File: src/rtl/core/assert_macros.svh
// assertion macros for the rtl files
`ifndef ASSERT_MACROS_SVH
`define ASSERT_MACROS_SVH
`ifndef SYNTHESIS
`define ASSERT_IMPL(label, clk, rst_n, ante, cons) \
	label: assert property (@(posedge clk) disable iff (!rst_n) (ante) |-> (cons)) \
	else $error("assertion failed");
`define ASSERT_NEXT(label, clk, rst_n, ante, cons) \
	label: assert property (@(posedge clk) disable iff (!rst_n) (ante) |=> (cons)) \
	else $error("assertion failed");
`else
`define ASSERT_IMPL(label, clk, rst_n, ante, cons)
`define ASSERT_NEXT(label, clk, rst_n, ante, cons)
`endif
`endif

File: src/rtl/core/mppt_pkg.sv
// constants and register map of the sweep tracker
`default_nettype none
package mppt_pkg;
	localparam int SAMPLE_BITS_DEF = 10;
	localparam int DUTY_W = 9;
	localparam int ADDR_W = 4;
	localparam int DATA_W = 32;

	localparam logic [DUTY_W-1:0] DUTY_START = 9'd80;
	localparam logic [DUTY_W-1:0] DUTY_END = 9'd320;
	localparam logic [DUTY_W-1:0] DUTY_MAX = 9'd511;

	localparam logic [7:0] STEP_RST = 8'd4;
	localparam logic [4:0] DIV_RST = 5'd25;
	localparam logic [3:0] HOLD_RST = 4'd10;

	localparam logic [1:0] REG_SWEEP_STEP = 2'd0;
	localparam logic [1:0] REG_UPDATE_DIV = 2'd1;
	localparam logic [1:0] REG_RELEASE_HOLD = 2'd2;
endpackage
`default_nettype wire

File: src/rtl/core/mppt_duty_sweep.sv
// maximum power point duty sweep tracker with apb configuration
// input words are registered in stage s1, result words in the output register
// throughput: one word per cycle unless out_stall backs up; the state update
// (one multiply, a compare against best power) sits between those registers
// reset: arst_n clears the sweep state; duty to 80, registers to defaults
`default_nettype none
`include "assert_macros.svh"
module mppt_duty_sweep #(
	parameter int SAMPLE_BITS = mppt_pkg::SAMPLE_BITS_DEF
) (
	input  wire logic                          clk,
	input  wire logic                          arst_n,
	input  wire logic                          in_valid,
	output logic                               in_stall,
	input  wire logic                          button_down,
	input  wire logic [SAMPLE_BITS-1:0]        current_sample,
	input  wire logic [SAMPLE_BITS-1:0]        voltage_sample,
	output logic                               out_valid,
	input  wire logic                          out_stall,
	output logic [mppt_pkg::DUTY_W-1:0]        duty_cycle,
	output logic                               led_on,
	output logic                               sweep_done,
	input  wire logic                          psel,
	input  wire logic                          penable,
	input  wire logic                          pwrite,
	input  wire logic [mppt_pkg::ADDR_W-1:0]   paddr,
	input  wire logic [mppt_pkg::DATA_W-1:0]   pwdata,
	output logic [mppt_pkg::DATA_W-1:0]        prdata,
	output logic                               pready
);
	localparam int PW = 2 * SAMPLE_BITS;
	localparam int DW = mppt_pkg::DUTY_W;

	logic [7:0] step_q;
	logic [4:0] updiv_q;
	logic [3:0] hold_lim_q;

	logic                   valid_s1;
	logic                   button_s1;
	logic [SAMPLE_BITS-1:0] cur_s1;
	logic [SAMPLE_BITS-1:0] volt_s1;

	logic          button_q;
	logic          done_q;
	logic [3:0]    hold_q;
	logic [4:0]    div_q;
	logic [DW-1:0] duty_q;
	logic [DW-1:0] best_duty_q;
	logic [PW-1:0] best_power_q;
	logic          led_q;

	logic          out_valid_q;
	logic [DW-1:0] duty_out_q;
	logic          led_out_q;
	logic          done_out_q;

	logic          adv_s1;
	logic          in_fire;
	logic          cfg_wr;

	logic          button_n;
	logic          done_n;
	logic [3:0]    hold_n;
	logic [4:0]    div_n;
	logic [DW-1:0] duty_n;
	logic [DW-1:0] best_duty_n;
	logic [PW-1:0] best_power_n;
	logic          led_n;
	logic [PW-1:0] power;
	logic [DW:0]   duty_sum;

	assign pready = 1'b1;
	assign cfg_wr = psel && penable && pwrite && pready;
	assign adv_s1 = valid_s1 && (!out_valid_q || !out_stall);
	assign in_stall = valid_s1 && !adv_s1;
	assign in_fire = in_valid && !in_stall;

	assign out_valid = out_valid_q;
	assign duty_cycle = duty_out_q;
	assign led_on = led_out_q;
	assign sweep_done = done_out_q;

	always_ff @(posedge clk or negedge arst_n) begin
		if (!arst_n) begin
			step_q <= mppt_pkg::STEP_RST;
			updiv_q <= mppt_pkg::DIV_RST;
			hold_lim_q <= mppt_pkg::HOLD_RST;
		end else if (cfg_wr) begin
			case (paddr[3:2])
				mppt_pkg::REG_SWEEP_STEP: step_q <= pwdata[7:0];
				mppt_pkg::REG_UPDATE_DIV: updiv_q <= pwdata[4:0];
				mppt_pkg::REG_RELEASE_HOLD: hold_lim_q <= pwdata[3:0];
				default: ;
			endcase
		end
	end

	always_comb begin
		case (paddr[3:2])
			mppt_pkg::REG_SWEEP_STEP: prdata = {24'd0, step_q};
			mppt_pkg::REG_UPDATE_DIV: prdata = {27'd0, updiv_q};
			mppt_pkg::REG_RELEASE_HOLD: prdata = {28'd0, hold_lim_q};
			default: prdata = '0;
		endcase
	end

	always_ff @(posedge clk or negedge arst_n) begin
		if (!arst_n) begin
			valid_s1 <= 1'b0;
		end else if (in_fire) begin
			valid_s1 <= 1'b1;
		end else if (adv_s1) begin
			valid_s1 <= 1'b0;
		end
	end

	always_ff @(posedge clk) begin
		if (in_fire) begin
			button_s1 <= button_down;
			cur_s1 <= current_sample;
			volt_s1 <= voltage_sample;
		end
	end

	always_comb begin
		button_n = button_q;
		done_n = done_q;
		hold_n = hold_q;
		div_n = div_q;
		duty_n = duty_q;
		best_duty_n = best_duty_q;
		best_power_n = best_power_q;
		led_n = led_q;
		power = cur_s1 * volt_s1;
		duty_sum = '0;
		if (button_s1) begin
			button_n = 1'b1;
			led_n = 1'b1;
			best_power_n = '0;
			duty_n = mppt_pkg::DUTY_START;
			hold_n = '0;
		end else if (button_q) begin
			if (hold_q >= hold_lim_q) begin
				led_n = 1'b0;
				button_n = 1'b0;
				done_n = 1'b0;
				hold_n = '0;
			end else begin
				hold_n = hold_q + 4'd1;
			end
		end
		if (!done_n) begin
			if (div_q >= updiv_q) begin
				div_n = '0;
				if (power > best_power_n) begin
					best_duty_n = duty_n;
					best_power_n = power;
				end
				if (duty_n >= mppt_pkg::DUTY_END) begin
					done_n = 1'b1;
					duty_n = best_duty_n;
				end else begin
					duty_sum = {1'b0, duty_n} + {2'b00, step_q};
					if (duty_sum > {1'b0, mppt_pkg::DUTY_MAX}) begin
						duty_n = mppt_pkg::DUTY_MAX;
					end else begin
						duty_n = duty_sum[DW-1:0];
					end
					led_n = (duty_n[3:0] == 4'd0);
				end
			end else begin
				div_n = div_q + 5'd1;
			end
		end
	end

	always_ff @(posedge clk or negedge arst_n) begin
		if (!arst_n) begin
			button_q <= 1'b0;
			done_q <= 1'b0;
			hold_q <= '0;
			div_q <= '0;
			duty_q <= mppt_pkg::DUTY_START;
			best_duty_q <= '0;
			best_power_q <= '0;
			led_q <= 1'b0;
		end else if (adv_s1) begin
			button_q <= button_n;
			done_q <= done_n;
			hold_q <= hold_n;
			div_q <= div_n;
			duty_q <= duty_n;
			best_duty_q <= best_duty_n;
			best_power_q <= best_power_n;
			led_q <= led_n;
		end
	end

	always_ff @(posedge clk or negedge arst_n) begin
		if (!arst_n) begin
			out_valid_q <= 1'b0;
		end else if (adv_s1) begin
			out_valid_q <= 1'b1;
		end else if (!out_stall) begin
			out_valid_q <= 1'b0;
		end
	end

	always_ff @(posedge clk) begin
		if (adv_s1) begin
			duty_out_q <= duty_n;
			led_out_q <= led_n;
			done_out_q <= done_n;
		end
	end

	`ASSERT_IMPL(a_stall_full, clk, arst_n, in_stall, valid_s1 && out_valid_q)
	`ASSERT_NEXT(a_s1_hold, clk, arst_n, valid_s1 && !adv_s1, valid_s1 && $stable(cur_s1))
	`ASSERT_IMPL(a_done_on_word, clk, arst_n, $rose(done_q), $past(adv_s1))
	`ASSERT_NEXT(a_press, clk, arst_n, adv_s1 && button_s1, button_q && hold_q == 4'd0)
	`ASSERT_NEXT(a_result, clk, arst_n, adv_s1, out_valid_q && duty_out_q == duty_q)
endmodule
`default_nettype wire

File: config.mk
export PLATFORM = sky130hd
export DESIGN_NAME = mppt_duty_sweep
export DESIGN_NICKNAME = d
export VERILOG_FILES = /design/src/rtl/core/mppt_pkg.sv /design/src/rtl/core/mppt_duty_sweep.sv
export VERILOG_INCLUDE_DIRS = /design/src /design/src/rtl/core
export SDC_FILE = /design/constraint.sdc
export NUM_CORES = 1
export LEC_CHECK = 0
export ABC_CLOCK_PERIOD_IN_PS = 7400
export BUFFER_PORTS_ARGS = -buffer_cell sky130_fd_sc_hd__clkbuf_2
export CAP_MARGIN = 20
export CELL_PAD_IN_SITES_DETAIL_PLACEMENT = 0
export CELL_PAD_IN_SITES_GLOBAL_PLACEMENT = 2
export CORE_UTILIZATION = 35
export CTS_BUF_LIST = sky130_fd_sc_hd__clkbuf_2
export DETAILED_ROUTE_END_ITERATION = 6
export GPL_TIMING_DRIVEN = 0
export PLACE_DENSITY_LB_ADDON = 0.1
export SLEW_MARGIN = 25
export SYNTH_ARGS = -nofsm -noshare
export SYNTH_HDL_FRONTEND = slang
export SYNTH_SLANG_ARGS = --single-unit
File: constraint.sdc
create_clock -name clk -period 7.4 [get_ports clk]
set_clock_uncertainty 0.05 [all_clocks]
set_input_delay 2.22 -clock clk [delete_from_list [all_inputs] [get_ports clk]]
set_output_delay 2.22 -clock clk [all_outputs]
set_load 0.01 [all_outputs]
==> metrics.csv, run 1 <==
metric,value,unit
wl_per_cell,16.36,um
viasPerCell,4.888,
power.share.clock,0.080,
fp.dieH,162.2,um
synth_top_cell_by_area,dfrtp_1,
worst_pin_slew,0.8708,ns
crit_fanout,8,
power_frac_comb,0.709,
cts_hold_buf,0,
p_leak,5.044,nW
grt_overflow,0,
relSlewSlack,0.4156,
switchingPower,1.933,mW
cts-root-buf,clkbuf_2,
clkSlewWorstSetupHoldPaths,0.35,ns
area_delta_synth_final,18.05,%
postRouteAntennaNets,0,
grt_max_degree,70,
die_w,162.2,um
nets,1291,
status,"finished, final reports clean",
drv_cap,0,
gr-usage-all-layers,0.1904,
dr.pass1.iters,4,
power.share.sequential,0.211,
ios,110,
finalWeightedCongestion,0.7622,
grt_pass1_vias,7311,
cts_htree_levels,3,
ff_latch_area,2698,sq um
synthArstFlopShare,0.6832,
p_sw_frac,0.4762,
critPathRequiredTime,7.93,ns
cts_tree,yes,
final_cell_count_no_fill,1406,
final_layout_size_suffix_gt1_frac,0.2223,
clock-sinks,101,
dpl.hpwl,17100,um
rsz0062_at_grt,no,
ys_ff_latch,101,
p_int,2.126,mW
clock_latency,0.64,ns
num_rows,58,
ir_worst_vdd,0.1670,mV
critPathArrivalTime,7.62,ns
start_util,0.3569,
fin_crit,7.092,ns
clockBufferDepth,2,
power,4.059,mW
path_class,flip-flop to flip-flop,
wl,23010,um
finalMaxSlewViolations,0,
antenna_found_initial,1,
synth_top_area_frac,0.1699,
vias,6872,
clock.fmax,0.1410,GHz
drc,0,
syn-cell-area,8986,sq um
core,25180,sq um
numPortBuffers,56,
grt_pass1_wl,38910,um
ys_warn_count,0,
yosysSeqAreaShare,0.3002,
fillers,2560,
drt_iter0_markers,231,
dieArea,26320,sq um
final_hold_viol_count,0,
min_period_over_period,0.9584,
dpl.cell_count,1341,
yosys.cell_types.count,61,
setup_viol,0,
endpoint_kind,flip-flop,
synth-main-ff-cell,dfrtp_1,
numCtsBuffers,9,
synth_area_leaders,"dfrtp_1, fa_1, ha_1, edfxtp_1, and2_1",
critPathLaunchType,flip-flop,
multi_input_area,6012,sq um
powerDensity,382.6,nW/um^2
synth_edf_count,32,
syn_area_per_cell,9.642,sq um
syn-instance-count,932,
hp-class,flip-flop to flip-flop,
[synth_stat cells, types with 6 or more instances]
cell type,n
a21o_1,15
a21oi_1,32
a31oi_1,7
and2_1,70
and3_1,7
buf_4,25
clkbuf_1,22
dfrtp_1,61
dfstp_2,8
edfxtp_1,32
fa_1,63
ha_1,94
inv_1,78
mux2_2,17
nand2_1,105
nand2b_1,26
nand3_1,22
nand4_1,6
nor2_1,40
nor2b_1,15
nor3_1,12
o21a_1,11
o21ai_0,50
o31ai_1,9
or3_1,8
xnor2_1,10
xor2_1,8
[layout make-up]
type                            count  area share
Timing Repair Buffer              113     0.07042
Buffer                             45     0.02772
Clock inverter                      7    0.009436
Multi-Input combinational cell    721      0.5668
Sequential cell                   101      0.2543
Clock buffer                        9    0.004246
Inverter                           79     0.02795
Antenna cell                        1   0.0002359
Tap cell                          330     0.03892
[kinds of logic (layout without fill, tap and decap cells)]
family	after synthesis	count (layout)	synth area share
flip-flops	101	101	0.3002
other	2	26	0.0008357
buffers and inverters	133	253	0.06836
AO/OA/AOI/OAI	169	169	0.1221
AND/OR/NAND/NOR	325	325	0.1845
XOR/XNOR	18	18	0.01754
multiplexers	27	27	0.03523
adder cells (fa/ha/maj)	157	157	0.2712
[flip-flops by register name (all words and copies together) (netlist names)]
| signal | count |
|---|---|
| done_q | 1 |
| button_s1 | 1 |
| hold_q | 4 |
| duty_cycle | 9 |
| sweep_done | 1 |
| button_q | 1 |
| led_q | 1 |
| best_power_q | 20 |
| div_q | 5 |
| updiv_q | 5 |
| led_on | 1 |
| step_q | 8 |
| best_duty_q | 9 |
| valid_s1 | 1 |
| duty_q | 9 |
| volt_s1 | 10 |
| cur_s1 | 10 |
| out_valid | 1 |
| hold_lim_q | 4 |
[cells in the final DEF (no fill, tap or decap), drive strengths merged, types with 13 or more instances in the layout]
master | synthesis | layout
a21o | 15 | 15
a21oi | 32 | 32
and2 | 70 | 70
buf | 32 | 86
clkbuf | 22 | 81
conb | 2 | 25
dfrtp | 61 | 61
edfxtp | 32 | 32
fa | 63 | 63
ha | 94 | 94
inv | 79 | 83
mux2 | 22 | 22
nand2 | 105 | 105
nand2b | 26 | 26
nand3 | 23 | 23
nor2 | 41 | 41
nor2b | 15 | 15
nor3 | 13 | 13
o21ai | 51 | 51
[repair_timing]
| action | CTS | global route |
|---|---|---|
| resized for setup | 20 | 50 |
| setup endpoints to repair | 47 | 47 |
| setup buffers | 40 | 17 |
| pin swaps | 5 | 35 |
[path summary, 6_finish.rpt]
kind / cells after the start / slack, ns / end / from
setup / recovery: 24 / 0.31 / best_duty_q[3]$_DFFE_PN0P_ / volt_s1[8]$_DFFE_PP_
hold / removal: 2 / 0.48 / duty_q[8]$_DFFE_PN0P_ / duty_q[8]$_DFFE_PN0P_
setup reg to reg: 24 / 0.31 / best_duty_q[3]$_DFFE_PN0P_ / volt_s1[8]$_DFFE_PP_
hold reg to reg: 2 / 0.48 / duty_q[8]$_DFFE_PN0P_ / duty_q[8]$_DFFE_PN0P_
max in group asynchronous: 1 / 5.34 / hold_q[2]$_DFFE_PN0P_ / arst_n
min in group asynchronous: 1 / 1.46 / best_duty_q[8]$_DFFE_PN0P_ / arst_n
[power groups by stage]
| stage | Combinational [mW] | Clock (mW) | Sequential [mW] |
|---|---|---|---|
| CTS | 2.70 | 0.345 | 0.856 |
| floorplan | 1.92 | 0 | 0.839 |
| global route | 3.32 | 0.362 | 0.878 |
| detailed placement | 2.55 | 0 | 0.867 |
| global placement | 2.56 | 0 | 0.868 |
| finish | 2.88 | 0.326 | 0.856 |
[routing by layer]
metal  share of wire  routed length, um  track usage  vias to the layer above
met1            0.46              10630       0.2475                     3347
met5               0                  0            0                        -
li1                -                  -            -                     3413
met2            0.50              11400       0.3333                       93
met3           0.028                653      0.02860                       19
met4           0.014                318      0.03859                        0
[critical path, cell delays in order (launching register included)]
cell	delay, ns
edfxtp_1	0.59
buf_4	0.20
and2_1	0.14
fa_1	0.49
fa_1	0.54
inv_1	0.05
fa_1	0.53
inv_1	0.04
ha_1	0.29
ha_1	0.34
ha_4	0.27
and2_1	0.18
a221o_1	0.34
a21o_1	0.17
a21o_1	0.17
a221o_1	0.37
xnor2_2	0.16
ha_1	0.36
nand4_4	0.11
or3_4	0.41
a211o_1	0.28
and3_4	0.23
nor3_4	0.25
buf_6	0.18
mux2_4	0.30
[stage by stage]
stage                       util  hold WS, ns  TNS, ns  worst slack (ns)  instance area [sq um]
after global routing      0.4212       0.5090        0         0.0006164                  10610
after detailed placement  0.3882       0.4209   -34.19           -0.9705                   9774
final                     0.4212       0.4766        0            0.3081                  10610
after global placement    0.3878       0.4086   -33.58           -0.9786                   9766
after floorplan                -       0.3922        0            0.2925                   9072
after CTS                 0.4078       0.4799        0          0.008069                  10270
Power figures use the tool's default switching activity.
==> run 2, diff against run 1 <==
==> constraint.sdc (replaced) <==
create_clock -name clk -period 7.4 [get_ports clk]
set_clock_uncertainty 0.05 [all_clocks]
set_input_delay 0.37 -clock clk [delete_from_list [all_inputs] [get_ports clk]]
set_output_delay 0.37 -clock clk [all_outputs]
set_load 0.01 [all_outputs]
==> run 2 against run 1 <==
Via count up 1.7%. Routed wire length up 0.14%. Sequential cell count unchanged. Utilization up 1.1 points.
==> metrics.csv, run 2 (synthesis gave the netlist of run 1 again) <==
metric,value,unit,change
endpoint_kind,flip-flop,,
cts-root-buf,clkbuf_2,,
core,25180,sq um,unchanged
gr-usage-all-layers,0.1917,,+0.001281
finalMaxSlewViolations,0,,unchanged
vias,6990,,+1.7%
p_leak,5.165,nW,+2.4%
fin_crit,7.097,ns,+0.005034 ns
path_class,flip-flop to flip-flop,,
whs_path_depth,5,,+3
wl,23040,um,+0.14%
grt_pass1_wl,39200,um,+0.74%
numCtsBuffers,9,,unchanged
dpl.hpwl,17100,um,unchanged
r2r-start,volt_s1[3]$_DFFE_PP_,,
crit_fanout,7,,-1
timing.rr.end,best_duty_q[3]$_DFFE_PN0P_,,
dr.pass1.iters,4,,unchanged
postRouteAntennaNets,0,,unchanged
hold_end,updiv_q[3]$_DFFE_PN1P_,,
critPathRequiredTime,7.92,ns,about the same
rsz0062_at_grt,no,,
largest_register_ffs,20,,unchanged
grt_max_degree,70,,unchanged
power,4.057,mW,about the same
final_layout_size_suffix_gt1_frac,0.2127,,-0.009656
cts_tree,yes,,
drt_iter0_markers,225,,-2.6%
top_register,best_power_q,,
nets,1321,,+2.3%
wl_per_cell,16.04,um,-2.0%
hp-start,penable,,
area_delta_synth_final,21.25,%,
fin_ws,0.3031,ns,-0.005034 ns
hp-class,primary input to flip-flop,,
fillers,2554,,-0.23%
mostFrequentLayoutCell,nand2_1,,
crit_top_cell,fa_1,,
ir_worst_vdd,0.1673,mV,+0.13%
place_ws,-0.9705,ns,unchanged
clock-sinks,101,,unchanged
finalWeightedCongestion,0.7622,,unchanged
numPortBuffers,56,,unchanged
final_hold_viol_count,0,,unchanged
setup_viol,0,,unchanged
die_w,162.2,um,unchanged
drc,0,,unchanged
cts_htree_levels,3,,unchanged
final_area,10900,sq um,+2.7%
relSlewSlack,0.4029,,-0.01266
top_regs,"best_power_q x20, cur_s1 x10, volt_s1 x10",,
status,"finished, final reports clean",,
drv_cap,0,,unchanged
grt_overflow,0,,unchanged
worst_pin_slew,0.8897,ns,+0.01886 ns
clkSlewWorstSetupHoldPaths,0.35,ns,about the same
powerDensity,372.3,nW/um^2,-2.7%
postLayoutCoreUtil,0.4327,,+0.01143
place_area,9774,sq um,unchanged
min_period_over_period,0.9590,,about the same
clock.fmax,0.1409,GHz,about the same
fin_tns_setup,0,ns,unchanged
clock_latency,0.64,ns,about the same
critPathArrivalTime,7.62,ns,about the same
cp_slowest_cell,fa_1,,
critical_path.max_stage_delay,0.55,ns,-0.04 ns
start_util,0.3569,,unchanged
dieArea,26320,sq um,unchanged
critPathLaunchType,flip-flop,,
r2r_slack,0.30,ns,about the same
num_rows,58,,unchanged
clockBufferDepth,2,,unchanged
viasPerCell,4.868,,-0.41%
r2r_cells,25,,+4.2%
grt_pass1_vias,7402,,+1.2%
most-common-layout-cells,"nand2_1, ha_1, inv_1, buf_4, and2_1",,
ios,110,,unchanged
antenna_found_initial,1,,unchanged
fp.dieH,162.2,um,unchanged
## run 2: worst max-delay path: cells and delay by family (launching register included)
family / cells / cell delay [ns]
XOR/XNOR: 1 / 0.16
flip-flops: 1 / 0.54
multiplexers: 1 / 0.30
adder cells (fa/ha/maj): 7 / 3.04
buffers and inverters: 6 / 0.67
AO/OA/AOI/OAI: 4 / 1.13
AND/OR/NAND/NOR: 6 / 1.14
## run 2: what timing repair did
action	in CTS	in global routing
cloned	0	0
buffers inserted	40	14
pin swaps	5	34
endpoints found under the setup margin	47	47
hold buffers	33	0
endpoints found under the hold margin	109	0
resized for setup	20	47
## run 2: how the worst max path moves through the flow
stage / from / to / slack, ns / depth (start not counted)
floorplan: volt_s1[3]$_DFFE_PP_ / best_duty_q[1]$_DFFE_PN0P_ / 0.29 / 28
global placement: volt_s1[3]$_DFFE_PP_ / duty_cycle[3]$_DFFE_PP_ / -0.98 / 26
detailed placement: volt_s1[3]$_DFFE_PP_ / duty_cycle[3]$_DFFE_PP_ / -0.97 / 26
CTS: cur_s1[1]$_DFFE_PP_ / duty_cycle[2]$_DFFE_PP_ / 0.008 / 28
global route: volt_s1[3]$_DFFE_PP_ / best_duty_q[5]$_DFFE_PN0P_ / 0.0003 / 26
finish: volt_s1[3]$_DFFE_PP_ / best_duty_q[3]$_DFFE_PN0P_ / 0.30 / 25
## run 2: final cells by class
cell class	instances	area, sq um	area share
Buffer	45	294.0	0.02699
Sequential cell	101	2698	0.2476
Antenna cell	1	2.502	0.0002297
Multi-Input combinational cell	721	6000	0.5506
Clock buffer	9	45.04	0.004134
Clock inverter	7	100.1	0.009187
Tap cell	330	412.9	0.03790
Inverter	79	296.5	0.02722
Timing Repair Buffer	143	1047	0.09612
## run 2: layer usage
metal	track usage	vias to the layer above	share of wire
met5	0	-	0
met4	0.03816	0	0.014
met3	0.03166	20	0.027
met2	0.3380	81	0.50
met1	0.2456	3411	0.46
li1	-	3478	-
## run 2: where the power goes
part | internal (mW) | total, mW | switching [mW]
combinational | 1.29 | 2.88 | 1.59
clock | 0.0915 | 0.325 | 0.234
sequential | 0.747 | 0.856 | 0.108
total | 2.13 | 4.06 | 1.93
## run 2: per-stage QoR
step / hold WS [ns] / instances
after floorplan: 0.02441 / 955
after global placement: 0.4086 / 1341
after detailed placement: 0.3813 / 1341
after CTS: 0.01289 / 1422
after global routing: 0.03757 / 1436
final: 0.06521 / 1436
==> run 3, diff against run 2 <==
--- a/config.mk
+++ b/config.mk
@@ -6,7 +6,6 @@
 export SDC_FILE = /design/constraint.sdc
 export NUM_CORES = 1
 export LEC_CHECK = 0
-export ABC_CLOCK_PERIOD_IN_PS = 7400
 export BUFFER_PORTS_ARGS = -buffer_cell sky130_fd_sc_hd__clkbuf_2
 export CAP_MARGIN = 20
 export CELL_PAD_IN_SITES_DETAIL_PLACEMENT = 0
@@ -16,6 +15,7 @@
 export DETAILED_ROUTE_END_ITERATION = 6
 export GPL_TIMING_DRIVEN = 0
 export PLACE_DENSITY_LB_ADDON = 0.1
+export SETUP_SLACK_MARGIN = 0.5
 export SLEW_MARGIN = 25
 export SYNTH_ARGS = -nofsm -noshare
 export SYNTH_HDL_FRONTEND = slang
==> run 3 against run 2 <==
Largest cell class unchanged. Sequential cell count did not move. Combinational power is 16% higher. Critical path depth is 1 higher. Critical path type unchanged. Register-to-register slack gained 0.10 ns. Final area increased by 3.9%. Sequential share of layout area decreased by 0.94 points.
==> metrics.csv, run 3 (synthesis gave the netlist of run 1 again) <==
metric,value,unit,change
status,"finished, final reports clean",,
die_w,162.2,um,unchanged
dr.pass1.iters,5,,+1
postLayoutCoreUtil,0.4497,,+0.01699
crit_buf_inv,5,,-1
num_rows,58,,unchanged
finalMaxSlewViolations,0,,unchanged
mostFrequentLayoutCell,nand2_1,,
top_regs,"best_power_q x20, cur_s1 x10, volt_s1 x10",,
grt_overflow,0,,unchanged
path_class,flip-flop to flip-flop,,
critPathLaunchType,flip-flop,,
start_util,0.3569,,unchanged
ir_worst_vdd,0.2168,mV,+30%
top_register,best_power_q,,
final_hold_viol_count,0,,unchanged
rsz0062_at_grt,yes,,
clock.fmax,0.1429,GHz,+1.4%
critPathArrivalTime,7.52,ns,-0.10 ns
powerDensity,396.4,nW/um^2,+6.5%
cts_tree,yes,,
most-common-layout-cells,"nand2_1, ha_1, inv_1, buf_4",,
cts-root-buf,clkbuf_2,,
drc,0,,unchanged
clkSlewWorstSetupHoldPaths,0.35,ns,about the same
dieArea,26320,sq um,unchanged
p_leak,5.270,nW,+2.0%
clock-sinks,101,,unchanged
finalWeightedCongestion,0.7707,,+1.1%
vias,7082,,+1.3%
final_layout_size_suffix_gt1_frac,0.2518,,+0.03912
numCtsBuffers,9,,unchanged
antenna_found_initial,1,,unchanged
area_delta_synth_final,26.01,%,
cp_top_family,adder cells,,
final_cell_count_no_fill,1447,,+0.77%
relSlewSlack,0.3671,,-0.03582
crit_fanout,7,,unchanged
fin_crit,6.997,ns,-0.09980 ns
largest_register_ffs,20,,unchanged
cp_slowest_cell,fa_1,,
critPathRequiredTime,7.93,ns,about the same
cts_htree_levels,3,,unchanged
endpoint_kind,flip-flop,,
nets,1332,,+0.83%
clockBufferDepth,2,,unchanged
fp.dieH,162.2,um,unchanged
setup_viol,0,,unchanged
crit_top_cell,fa_1,,
fillers,2500,,-2.1%
worst_pin_slew,0.9473,ns,+0.05765 ns
drv_cap,0,,unchanged
hp-class,primary input to flip-flop,,
grt_pass1_vias,7087,,-4.3%
dpl.hpwl,16990,um,-0.68%
grt_pass1_wl,38570,um,-1.6%
postRouteAntennaNets,0,,unchanged
core,25180,sq um,unchanged
wl_per_cell,16.40,um,+2.2%
clock_latency,0.67,ns,+0.03 ns
critical_path.max_stage_delay,0.61,ns,+0.06 ns
viasPerCell,4.894,,+0.55%
gr-usage-all-layers,0.1897,,-0.002060
grt_max_degree,70,,unchanged
drt_iter0_markers,312,,+39%
wl,23730,um,+3.0%
power,4.489,mW,+11%
dpl.cell_count,1341,,unchanged
min_period_over_period,0.9456,,-0.01349
ios,110,,unchanged
numPortBuffers,56,,unchanged
-- run 3: changes by cell type in the layout (fill, tap and decap cells not counted), sizes merged --
| cell | before | now |
|---|---|---|
| buf | 83 | 89 |
| clkinv | 2 | 1 |
| clkbuf | 81 | 87 |
-- run 3: path summary, 6_finish.rpt --
path,start,endpoint,slack [ns],depth (start not counted)
max in group asynchronous,arst_n,best_power_q[15]$_DFFE_PN0P_,6.68,2
min in group asynchronous,arst_n,div_q[4]$_DFFE_PN0P_,0.17,2
hold reg to reg,duty_q[8]$_DFFE_PN0P_,duty_q[8]$_DFFE_PN0P_,0.47,2
hold / removal,penable,hold_lim_q[1]$_DFFE_PN1P_,0.05,5
setup / recovery,volt_s1[6]$_DFFE_PP_,best_duty_q[2]$_DFFE_PN0P_,0.40,26
setup reg to reg,volt_s1[6]$_DFFE_PP_,best_duty_q[2]$_DFFE_PN0P_,0.40,26
-- run 3: worst register-to-register path, stage by stage, from the launching register on --
cell,delay [ns]
edfxtp_1,0.59
buf_6,0.18
buf_4,0.14
and2_1,0.17
fa_1,0.56
fa_1,0.46
fa_1,0.52
fa_1,0.61
ha_4,0.23
ha_4,0.28
nand3_2,0.10
nor2_1,0.14
o211ai_1,0.10
buf_4,0.17
a21oi_2,0.14
o21a_1,0.17
o21a_1,0.15
nor2_1,0.06
ha_1,0.34
nand4_4,0.13
or3_4,0.35
a211o_1,0.27
and3_4,0.19
buf_8,0.14
nor3_4,0.22
buf_6,0.18
mux2_4,0.30
-- run 3: routing by layer --
| layer | global-route usage | wire (um) | vias to the layer above | share of wire |
|---|---|---|---|---|
| met5 | 0 | 0 | - | 0 |
| met1 | 0.2881 | 12180 | 3445 | 0.51 |
| li1 | - | - | 3508 | - |
| met2 | 0.2867 | 10600 | 114 | 0.45 |
| met4 | 0.04588 | 250 | 0 | 0.011 |
| met3 | 0.01813 | 702 | 15 | 0.030 |
-- run 3: what timing repair did --
action,4_1_cts,5_1_grt
hold buffers,33,0
buffers inserted,51,3
pin swaps,55,17
gates resized for setup,97,33
endpoints found under the hold margin,108,0
cloned,1,1
setup endpoints to repair,47,47
-- run 3: area by class of cell --
class | count | area (sq um) | area share
inverter | 79 | 296.5 | 0.02619
multi-input combinational | 721 | 6270 | 0.5537
clock buffer | 10 | 50.05 | 0.004420
tap | 330 | 412.9 | 0.03646
clock inverter | 6 | 71.32 | 0.006298
antenna | 1 | 2.502 | 0.0002210
sequential | 101 | 2698 | 0.2382
timing repair buffer | 145 | 1101 | 0.09724
buffer | 54 | 421.7 | 0.03724
-- run 3: through the flow --
stage          setup slack, ns  hold slack (ns)  TNS [ns]  cell area, sq um
3_3_place_gp           -0.9492           0.4108    -27.30              9806
4_1_cts                 0.3980         0.002649         0             11160
6_report                0.4029          0.05043         0             11320
2_1_floorplan           0.5158          0.02441         0              9112
5_1_grt                 0.1361          0.05945         0             11320
3_5_place_dp           -0.4897           0.3895    -14.99              9819
-- run 3: where the power goes --
part | internal, mW | switching, mW
logic | 1.57 | 1.76
registers | 0.747 | 0.103
clock network | 0.0850 | 0.224
